## src/rtl/core/debug_trigger_address_match_macros.svh

```systemverilog
// Assertion macros shared by the debug trigger RTL.
`ifndef DEBUG_TRIGGER_ADDRESS_MATCH_MACROS_SVH
`define DEBUG_TRIGGER_ADDRESS_MATCH_MACROS_SVH

// Concurrent assertion on an explicit clock and active-low reset.
`define DTAM_ASSERT_CLK(lbl, clk, rst_n, prop, msg) \
  lbl: assert property (@(posedge clk) disable iff (!rst_n) prop) else $error(msg);

// Concurrent assertion on the module's clk_i and rst_ni.
`define DTAM_ASSERT(lbl, prop, msg) `DTAM_ASSERT_CLK(lbl, clk_i, rst_ni, prop, msg)

`endif

```

## src/rtl/core/dtam_pkg.sv

```systemverilog
// Types, codes and field positions of the debug trigger unit.
`default_nettype none

package dtam_pkg;

  localparam int unsigned NumSlotsDef = 4;
  localparam int unsigned XLEN        = 32;
  localparam int unsigned SlotIdxW    = 4;
  localparam int unsigned FieldW      = 4;

  // tdata1 (mcontrol) layout
  localparam int unsigned TypeLsb   = 28;
  localparam int unsigned ActionLsb = 12;
  localparam int unsigned ChainBit  = 11;
  localparam int unsigned MatchLsb  = 7;
  localparam int unsigned ModeUBit  = 3;
  localparam int unsigned ModeSBit  = 4;
  localparam int unsigned ModeMBit  = 6;
  localparam int unsigned DmodeBit  = 27;
  localparam logic [FieldW-1:0] TypeAddrMatch = 4'd2;

  // tcontrol
  localparam int unsigned MteBit = 3;

  typedef enum logic [1:0] {
    OP_READ  = 2'd0,
    OP_WRITE = 2'd1,
    OP_CHECK = 2'd2
  } opcode_e;

  typedef enum logic [1:0] {
    REG_TSELECT  = 2'd0,
    REG_TDATA1   = 2'd1,
    REG_TDATA2   = 2'd2,
    REG_TCONTROL = 2'd3
  } reg_sel_e;

  typedef enum logic [1:0] {
    KIND_LOAD  = 2'd0,
    KIND_STORE = 2'd1,
    KIND_EXEC  = 2'd2
  } access_kind_e;

  typedef enum logic [1:0] {
    PRIV_U = 2'd0,
    PRIV_S = 2'd1,
    PRIV_M = 2'd3
  } priv_e;

  typedef struct packed {
    logic                en;
    reg_sel_e            sel;
    logic [XLEN-1:0]     data;
  } wr_t;

  typedef struct packed {
    logic                fired;
    logic [SlotIdxW-1:0] slot;
  } hit_t;

endpackage

`default_nettype wire

```

## src/rtl/core/dtam_if.sv

```systemverilog
// Request and response channel interfaces of the debug trigger unit.
`default_nettype none

interface dtam_req_if import dtam_pkg::*; ();
  logic            valid;
  logic            ready;
  logic [1:0]      opcode;
  logic [1:0]      reg_select;
  logic [XLEN-1:0] write_data;
  logic [XLEN-1:0] access_address;
  logic [1:0]      access_kind;
  logic [1:0]      privilege_level;

  modport source (
    output valid, opcode, reg_select, write_data, access_address, access_kind,
           privilege_level,
    input  ready
  );
  modport sink (
    input  valid, opcode, reg_select, write_data, access_address, access_kind,
           privilege_level,
    output ready
  );
endinterface

interface dtam_rsp_if import dtam_pkg::*; ();
  logic                valid;
  logic                ready;
  logic [XLEN-1:0]     read_data;
  logic                trigger_fired;
  logic [SlotIdxW-1:0] fired_slot;
  logic [XLEN-1:0]     trap_value;

  modport source (
    output valid, read_data, trigger_fired, fired_slot, trap_value,
    input  ready
  );
  modport sink (
    input  valid, read_data, trigger_fired, fired_slot, trap_value,
    output ready
  );
endinterface

`default_nettype wire

```

## src/rtl/core/dtam_regs.sv

```systemverilog
// Trigger CSR storage: tselect, per-slot tdata1/tdata2, tcontrol, and read mux.
`default_nettype none
`include "debug_trigger_address_match_macros.svh"

module dtam_regs import dtam_pkg::*; #(
  parameter int unsigned NumSlots = NumSlotsDef
) (
  input  logic            clk_i,
  input  logic            rst_ni,
  input  wr_t             wr_i,
  input  reg_sel_e        rd_sel_i,
  output logic [XLEN-1:0] rd_data_o,
  output logic [XLEN-1:0] ctrl_o [NumSlots],
  output logic [XLEN-1:0] cmp_o  [NumSlots],
  output logic            mte_o
);

  localparam int unsigned SelW = (NumSlots > 1) ? $clog2(NumSlots) : 1;
  localparam logic [SlotIdxW-1:0] LastSlot = SlotIdxW'(NumSlots - 1);

  logic [SlotIdxW-1:0] tsel_q, tsel_d;
  logic [XLEN-1:0]     ctrl_q [NumSlots];
  logic [XLEN-1:0]     cmp_q  [NumSlots];
  logic [XLEN-1:0]     tctrl_q;
  logic [SelW-1:0]     idx;
  logic [XLEN-1:0]     tdata1_wr;

  // tselect never leaves the implemented range, so it indexes directly
  assign idx = tsel_q[SelW-1:0];

  always_comb begin
    tsel_d = (wr_i.data >= XLEN'(NumSlots)) ? LastSlot : wr_i.data[SlotIdxW-1:0];
    tdata1_wr = wr_i.data;
    tdata1_wr[DmodeBit] = 1'b0;
  end

  always_ff @(posedge clk_i or negedge rst_ni) begin
    if (!rst_ni) begin
      tsel_q  <= '0;
      tctrl_q <= '0;
      for (int i = 0; i < int'(NumSlots); i++) begin
        ctrl_q[i] <= '0;
        cmp_q[i]  <= '0;
      end
    end else if (wr_i.en) begin
      case (wr_i.sel)
        REG_TSELECT:  tsel_q      <= tsel_d;
        REG_TDATA1:   ctrl_q[idx] <= tdata1_wr;
        REG_TDATA2:   cmp_q[idx]  <= wr_i.data;
        REG_TCONTROL: tctrl_q     <= wr_i.data;
        default:      tctrl_q     <= tctrl_q;
      endcase
    end
  end

  always_comb begin
    case (rd_sel_i)
      REG_TSELECT:  rd_data_o = XLEN'(tsel_q);
      REG_TDATA1:   rd_data_o = ctrl_q[idx];
      REG_TDATA2:   rd_data_o = cmp_q[idx];
      REG_TCONTROL: rd_data_o = tctrl_q;
      default:      rd_data_o = '0;
    endcase
  end

  assign ctrl_o = ctrl_q;
  assign cmp_o  = cmp_q;
  assign mte_o  = tctrl_q[MteBit];

  `DTAM_ASSERT(a_tsel_in_range, tsel_q < NumSlots, "tselect beyond last slot")
  `DTAM_ASSERT(a_dmode_never_set, rd_sel_i == REG_TDATA1 |-> !rd_data_o[DmodeBit], "dmode set")
  `DTAM_ASSERT(a_tsel_saturates, wr_i.en && wr_i.sel == REG_TSELECT && wr_i.data >= NumSlots |=> tsel_q == LastSlot, "tselect did not saturate")

endmodule

`default_nettype wire

```

## src/rtl/core/dtam_match.sv

```systemverilog
// Parallel address-match compare over all slots with lowest-index priority.
`default_nettype none

module dtam_match import dtam_pkg::*; #(
  parameter int unsigned NumSlots = NumSlotsDef
) (
  input  logic [XLEN-1:0] ctrl_i [NumSlots],
  input  logic [XLEN-1:0] cmp_i  [NumSlots],
  input  logic            mte_i,
  input  logic [XLEN-1:0] addr_i,
  input  logic [1:0]      kind_i,
  input  logic [1:0]      priv_i,
  output hit_t            hit_o
);

  logic [NumSlots-1:0] fire;

  always_comb begin
    for (int i = 0; i < int'(NumSlots); i++) begin
      logic [XLEN-1:0] c;
      logic            kind_ok;
      logic            mode_ok;
      c = ctrl_i[i];
      case (kind_i)
        KIND_LOAD:  kind_ok = c[0];
        KIND_STORE: kind_ok = c[1];
        KIND_EXEC:  kind_ok = c[2];
        default:    kind_ok = 1'b0;
      endcase
      case (priv_i)
        PRIV_U:  mode_ok = c[ModeUBit];
        PRIV_S:  mode_ok = c[ModeSBit];
        PRIV_M:  mode_ok = c[ModeMBit] && mte_i;
        default: mode_ok = 1'b0;
      endcase
      fire[i] = (c[TypeLsb +: FieldW] == TypeAddrMatch) &&
                (c[ActionLsb +: FieldW] == '0) &&
                !c[ChainBit] &&
                (c[MatchLsb +: FieldW] == '0) &&
                kind_ok && mode_ok && (cmp_i[i] == addr_i);
    end
  end

  // walk down so the lowest firing slot wins
  always_comb begin
    hit_o = '0;
    for (int i = int'(NumSlots) - 1; i >= 0; i--) begin
      if (fire[i]) begin
        hit_o.fired = 1'b1;
        hit_o.slot  = SlotIdxW'(i);
      end
    end
  end

endmodule

`default_nettype wire

```

## src/rtl/core/debug_trigger_address_match.sv

```systemverilog
// Debug trigger unit: address-match breakpoints with CSR access, top level.
//
// One request channel (req_i) and one response channel (rsp_o), valid/ready.
// Each request transaction is a CSR read, a CSR write or an access check, and
// yields exactly one response transaction. A read returns the selected register;
// a write returns all zeros; a check compares the address, kind and privilege
// against every slot in parallel and reports the lowest firing slot with the
// address as trap value.
// Pipeline: a request passes two register stages, the request register and then
// the response register, before it is presented on rsp_o.
// Throughput: one transaction per cycle unless rsp_o stalls; the path between the
// two registers is the slot compare and priority pick, or the CSR read mux and write.
// CSR writes take effect when the request leaves the request register, so a
// following transaction always sees them.
// Reset clears all slots, tselect and tcontrol and empties both stages.
// When rsp_o stalls, the response register holds, one more request may wait in
// the request register, and req_i.ready then drops until rsp_o drains.
`default_nettype none
`include "debug_trigger_address_match_macros.svh"

module debug_trigger_address_match import dtam_pkg::*; #(
  parameter int unsigned NumSlots = NumSlotsDef
) (
  input  logic      clk_i,
  input  logic      rst_ni,
  dtam_req_if.sink  req_i,
  dtam_rsp_if.source rsp_o
);

  // request register
  logic            in_vld_q;
  logic [1:0]      op_q;
  logic [1:0]      rsel_q;
  logic [XLEN-1:0] wdata_q;
  logic [XLEN-1:0] addr_q;
  logic [1:0]      kind_q;
  logic [1:0]      priv_q;

  // response register
  logic                out_vld_q;
  logic [XLEN-1:0]     rdata_q, rdata_d;
  logic                fired_q, fired_d;
  logic [SlotIdxW-1:0] slot_q, slot_d;
  logic [XLEN-1:0]     tval_q, tval_d;

  logic            advance;
  logic            commit;
  wr_t             wr;
  logic [XLEN-1:0] rd_data;
  logic [XLEN-1:0] ctrl [NumSlots];
  logic [XLEN-1:0] cmp  [NumSlots];
  logic            mte;
  hit_t            hit;

  assign advance     = !out_vld_q || rsp_o.ready;
  assign commit      = in_vld_q && advance;
  assign req_i.ready = !in_vld_q || advance;

  assign wr.en   = commit && (op_q == OP_WRITE);
  assign wr.sel  = reg_sel_e'(rsel_q);
  assign wr.data = wdata_q;

  dtam_regs #(.NumSlots(NumSlots)) u_regs (
    .clk_i     (clk_i),
    .rst_ni    (rst_ni),
    .wr_i      (wr),
    .rd_sel_i  (reg_sel_e'(rsel_q)),
    .rd_data_o (rd_data),
    .ctrl_o    (ctrl),
    .cmp_o     (cmp),
    .mte_o     (mte)
  );

  dtam_match #(.NumSlots(NumSlots)) u_match (
    .ctrl_i (ctrl),
    .cmp_i  (cmp),
    .mte_i  (mte),
    .addr_i (addr_q),
    .kind_i (kind_q),
    .priv_i (priv_q),
    .hit_o  (hit)
  );

  always_comb begin
    fired_d = (op_q == OP_CHECK) && hit.fired;
    rdata_d = (op_q == OP_READ) ? rd_data : '0;
    slot_d  = fired_d ? hit.slot : '0;
    tval_d  = fired_d ? addr_q : '0;
  end

  always_ff @(posedge clk_i or negedge rst_ni) begin
    if (!rst_ni) begin
      in_vld_q  <= 1'b0;
      out_vld_q <= 1'b0;
    end else begin
      if (req_i.ready) begin
        in_vld_q <= req_i.valid;
      end
      if (advance) begin
        out_vld_q <= in_vld_q;
      end
    end
  end

  always_ff @(posedge clk_i) begin
    if (req_i.valid && req_i.ready) begin
      op_q    <= req_i.opcode;
      rsel_q  <= req_i.reg_select;
      wdata_q <= req_i.write_data;
      addr_q  <= req_i.access_address;
      kind_q  <= req_i.access_kind;
      priv_q  <= req_i.privilege_level;
    end
    if (commit) begin
      rdata_q <= rdata_d;
      fired_q <= fired_d;
      slot_q  <= slot_d;
      tval_q  <= tval_d;
    end
  end

  assign rsp_o.valid         = out_vld_q;
  assign rsp_o.read_data     = rdata_q;
  assign rsp_o.trigger_fired = fired_q;
  assign rsp_o.fired_slot    = slot_q;
  assign rsp_o.trap_value    = tval_q;

  `DTAM_ASSERT(a_quiet_fields, rsp_o.valid && !rsp_o.trigger_fired |-> rsp_o.fired_slot == '0 && rsp_o.trap_value == '0, "fire fields set without a fire")
  `DTAM_ASSERT(a_fire_fields, rsp_o.valid && rsp_o.trigger_fired |-> rsp_o.read_data == '0 && rsp_o.fired_slot < NumSlots, "bad fire response")
  `DTAM_ASSERT(a_commit_fills, commit |=> out_vld_q, "committed transaction lost")

endmodule

`default_nettype wire
```

## src/flat_wrapper.sv

```systemverilog
// flat-port wrapper written by rule: the top's interface ports become plain ports
module debug_trigger_address_match_flat import dtam_pkg::*;
#(
  parameter int unsigned NumSlots = NumSlotsDef
)
  (clk_i, rst_ni, req_i_valid, req_i_opcode, req_i_reg_select, req_i_write_data, req_i_access_address, req_i_access_kind, req_i_privilege_level, req_i_ready, rsp_o_valid, rsp_o_read_data, rsp_o_trigger_fired, rsp_o_fired_slot, rsp_o_trap_value, rsp_o_ready);
  dtam_req_if req_i_i ();
  dtam_rsp_if rsp_o_i ();
  input  logic clk_i;
  input  logic rst_ni;
  input wire logic [$bits(req_i_i.valid)-1:0] req_i_valid;
  input wire logic [$bits(req_i_i.opcode)-1:0] req_i_opcode;
  input wire logic [$bits(req_i_i.reg_select)-1:0] req_i_reg_select;
  input wire logic [$bits(req_i_i.write_data)-1:0] req_i_write_data;
  input wire logic [$bits(req_i_i.access_address)-1:0] req_i_access_address;
  input wire logic [$bits(req_i_i.access_kind)-1:0] req_i_access_kind;
  input wire logic [$bits(req_i_i.privilege_level)-1:0] req_i_privilege_level;
  output wire logic [$bits(req_i_i.ready)-1:0] req_i_ready;
  output wire logic [$bits(rsp_o_i.valid)-1:0] rsp_o_valid;
  output wire logic [$bits(rsp_o_i.read_data)-1:0] rsp_o_read_data;
  output wire logic [$bits(rsp_o_i.trigger_fired)-1:0] rsp_o_trigger_fired;
  output wire logic [$bits(rsp_o_i.fired_slot)-1:0] rsp_o_fired_slot;
  output wire logic [$bits(rsp_o_i.trap_value)-1:0] rsp_o_trap_value;
  input wire logic [$bits(rsp_o_i.ready)-1:0] rsp_o_ready;
  assign req_i_i.valid = req_i_valid;
  assign req_i_i.opcode = req_i_opcode;
  assign req_i_i.reg_select = req_i_reg_select;
  assign req_i_i.write_data = req_i_write_data;
  assign req_i_i.access_address = req_i_access_address;
  assign req_i_i.access_kind = req_i_access_kind;
  assign req_i_i.privilege_level = req_i_privilege_level;
  assign req_i_ready = req_i_i.ready;
  assign rsp_o_valid = rsp_o_i.valid;
  assign rsp_o_read_data = rsp_o_i.read_data;
  assign rsp_o_trigger_fired = rsp_o_i.trigger_fired;
  assign rsp_o_fired_slot = rsp_o_i.fired_slot;
  assign rsp_o_trap_value = rsp_o_i.trap_value;
  assign rsp_o_i.ready = rsp_o_ready;
  debug_trigger_address_match #(.NumSlots(NumSlots)) u_core (.clk_i(clk_i), .rst_ni(rst_ni), .req_i(req_i_i), .rsp_o(rsp_o_i));
endmodule
```

## config.mk

```make
export PLATFORM = sky130hd
export DESIGN_NAME = debug_trigger_address_match_flat
export DESIGN_NICKNAME = d
export VERILOG_FILES = /design/src/rtl/core/dtam_pkg.sv /design/src/rtl/core/dtam_if.sv /design/src/rtl/core/dtam_regs.sv /design/src/rtl/core/dtam_match.sv /design/src/rtl/core/debug_trigger_address_match.sv /design/src/flat_wrapper.sv
export VERILOG_INCLUDE_DIRS = /design/src /design/src/rtl/core
export SDC_FILE = /design/constraint.sdc
export NUM_CORES = 1
export LEC_CHECK = 0
export ABC_AREA = 0
export BUFFER_PORTS_ARGS = -buffer_cell sky130_fd_sc_hd__buf_2
export CAP_MARGIN = 20
export CELL_PAD_IN_SITES_DETAIL_PLACEMENT = 0
export CELL_PAD_IN_SITES_GLOBAL_PLACEMENT = 1
export CORE_MARGIN = 2
export CORE_UTILIZATION = 55
export DETAILED_ROUTE_END_ITERATION = 12
export GPL_ROUTABILITY_DRIVEN = 0
export PLACE_DENSITY = 0.84
export SLEW_MARGIN = 10
export SYNTH_ARGS = -nofsm -noshare
export SYNTH_HDL_FRONTEND = slang
export SYNTH_SLANG_ARGS = --single-unit
```

## constraint.sdc

```tcl
create_clock -name clk_i -period 6.3 [get_ports clk_i]
set_input_delay 0.63 -clock clk_i [delete_from_list [all_inputs] [get_ports clk_i]]
set_output_delay 0.63 -clock clk_i [all_outputs]
set_load 0.05 [all_outputs]
```

==> results.toml <==
[floorplan]
initial_core_util_pct = 55.75
fp-row-count = 69
die_h_um = 193.6
core_mm2 = 0.03548
die_w_um = 193.6
ios = 147
die_area_mm2 = 0.03750

[logic_synthesis]
syn_inst = 1357
ys_types = 46
synth_area_mm2 = 0.01978
syn_area_per_cell_um2 = 14.58
synth_area_leaders = "dfrtp_1, edfxtp_1, mux2_2"
synth_top_area_share_pct = 36.69
ys.flop_type = "dfrtp_1"
ys_warn_count = 0
synth_edf_count = 139
async_flop_share_pct = 67.60
ys_seq_elements = 429
ys_seq_area_share_pct = 57.79
post-synth-top-area-cell = "dfrtp_1"

[sta]
setup_tns_ns = 0
fmax_mhz = 305.6
fin_crit_ns = 3.272
finalCritPeriodShare_pct = 51.93
rsz0062_at_grt = "false"
finalSetupViolations = 0
whs_ns = 0.07523
relSlewSlack_pct = 34.27
skew_ns = 0.01455
final_max_slew_viol_count = 0
finalHoldViolCount = 0
worst_pin_slew_ns = 0.9860

[routing]
initialDrtViolationCount = 900
num_vias = 11995
wl_per_cell_um = 26.58
drc_errors = 0
firstDrtPassIters = 6
ant_nets = 0
routed_via_density = 6.193
routed_wl_um = 51480

[layout]
fin_util_pct = 63.14
final_nets = 1513
final_area_mm2 = 0.02241
synthToLayoutAreaGrowth_pct = 13.26
layout-drive-gt1-share_pct = 44.20

[setup_path]
start_kind = "flop"
cp.depth = 7
critical_path.slowest_cell = "or4_1"
crit_family = "simple AND/OR/NAND/NOR gates"
crit_fanout = 23
cp_data_arrival_time_ns = 3.66
path_buf_inv = 1
critPathMaxStageDelay_ns = 0.63
crit_path_end_kind = "flop"
path_cells = "or4_1 > nor4b_1 > o2111ai_1 > nor4_4 > a2bb2oi_4 > buf_4 > nor3b_1"
cp.required_ns = 6.69
critical_path_class = "reg -> reg"
r2r_cells = 7

[grt]
grt_pass1_wl_um = 77960
grt_overflow = 0
antenna_found_initial = 2
grt_pass1_vias = 12347
grt_start_max_net_pins = 117
grtUsageTotal_pct = 27.87

[cts]
cts_tree = "yes"
cts_root_buffer = "clkbuf_16"
post_cts_resized = 0
hold_buffers = 0
clk_latency_ns = 0.58
clk_path_buf_depth = 3
clk_pin_slew_ns = 0.06
cts_setup_buffers = 0
htree_levels = 2
cts_sinks = 429
cts_buffers = 46

[power]
intPower_uw = 5829
p_seq_share_pct = 46.5
p_sw_share_pct = 28.64
p_comb_share_pct = 18.9
peakVddDrop_mv = 0.2495
power.leakage_uw = 0.009861
power.density_mw_per_mm2 = 364.5
p_switching_uw = 2339
power.clock.fraction_pct = 34.6

[place]
port_buffers = 144
dpl_cell_area_mm2 = 0.02078
dp_hpwl_um = 33340

[run]
maxCapViolations = 0

[hold_path]
holdCritPathClass = "in -> async"

[run_status]
status = "finished clean"
[final timing paths]
check | startpoint | end | slack (ns)
max | u_core.u_regs.ctrl_o[31] | u_core.rsp_o.fired_slot[1] | 3.03
min in group clk_i | req_i_write_data[8] | u_core.wdata_q[8] | 0.22
min reg2reg | u_core.u_regs.tctrl_q[1] | u_core.u_regs.tctrl_q[1] | 0.48
max reg2reg | u_core.u_regs.ctrl_o[31] | u_core.rsp_o.fired_slot[1] | 3.03
max in group asynchronous | rst_ni | u_core.u_regs.ctrl_o[57] | 5.03
min | rst_ni | u_core.u_regs.ctrl_o[37] | 0.08
[Yosys cell counts, types with 4 or more instances]
master     count
buf_1         27
xnor2_1        5
nor2_1        42
mux4_2        64
nor2b_1        8
inv_1          6
buf_2         10
xor2_1       122
clkbuf_1      89
nor4_1        36
nand3_1        6
dfrtp_1      290
o2bb2ai_1      4
or4_1          5
mux2i_1       11
edfxtp_1     139
a22oi_1       29
nor3_1        10
a21oi_1        8
mux2_2       302
a21oi_2       30
nand4_1       13
nand2_1       49
nor3b_1        8
nand2b_1       4
o21ai_0       13
[routing by layer]
metal  routed length, um  part of all wire, %  track usage (%)
met5                  11                0.021                0
met4                2022                  3.9            11.82
met3                4020                  7.8            6.488
met2               24000                   47            42.74
met1               21430                   42            38.63
[state kept, by name, summed over array words and instances, names as in the netlist]
signal and flops:
u_core.u_regs.ctrl_o 124, u_core.rsp_o.trigger_fired 1, u_core.rsp_o.read_data 32, u_core.kind_q 2, u_core.rsel_q 2, u_core.priv_q 2, u_core.addr_q 32, u_core.u_regs.cmp_o 128
u_core.in_vld_q 1, u_core.rsp_o.fired_slot 2, u_core.rsp_o.trap_value 32, u_core.u_regs.tsel_q 4, u_core.u_regs.tctrl_q 32, u_core.rsp_o.valid 1, u_core.wdata_q 32, u_core.op_q 2
[cells by family (layout without fill, tap and decap cells)]
logic type | Yosys count | count (layout) | synth area share [%]
other cells | 1 | 3 | 0.01896
flops | 429 | 429 | 57.79
xor+xnor | 127 | 127 | 5.623
compound gates | 91 | 91 | 3.479
simple gates | 192 | 192 | 5.048
mux | 378 | 378 | 25.17
buf+inv | 139 | 256 | 2.878
[layout make-up]
cell class                 count  area, um2
sequential                   429      11440
antenna                        1      2.502
tap                          461      576.8
multi-input combinational    790       7849
clock buffer                  61       1324
timing repair buffer         164      918.4
clock inverter                25      274.0
fill                        2619      13080
inverter                       6      22.52
[power groups by stage]
stage	Combinational (uW)	Clock, uW	Sequential, uW
2_1_floorplan	1100	0	3730
3_3_place_gp	1500	0	3810
3_5_place_dp	1520	0	3840
4_1_cts	1540	2860	3790
5_1_grt	1630	2980	3860
6_report	1540	2830	3800
[through the flow]
step | cells | setup WS, ns | total power (uW)
finish | 1937 | 3.028 | 8168
global route | 1936 | 2.970 | 8466
CTS | 1935 | 3.096 | 8190
detailed placement | 1849 | 3.111 | 5361
global placement | 1848 | 3.070 | 5311
floorplan | 1358 | 2.980 | 4830
[cells in the final DEF, fill, tap and decap left out, types with 36 or more instances in the layout]
| cell | n |
|---|---|
| xor2_1 | 122 |
| mux4_2 | 64 |
| nor2_1 | 41 |
| buf_2 | 143 |
| clkbuf_16 | 51 |
| dfrtp_1 | 288 |
| nand2_1 | 49 |
| nor4_1 | 36 |
| mux2_2 | 302 |
| edfxtp_1 | 139 |
Power figures use the tool's default switching activity.
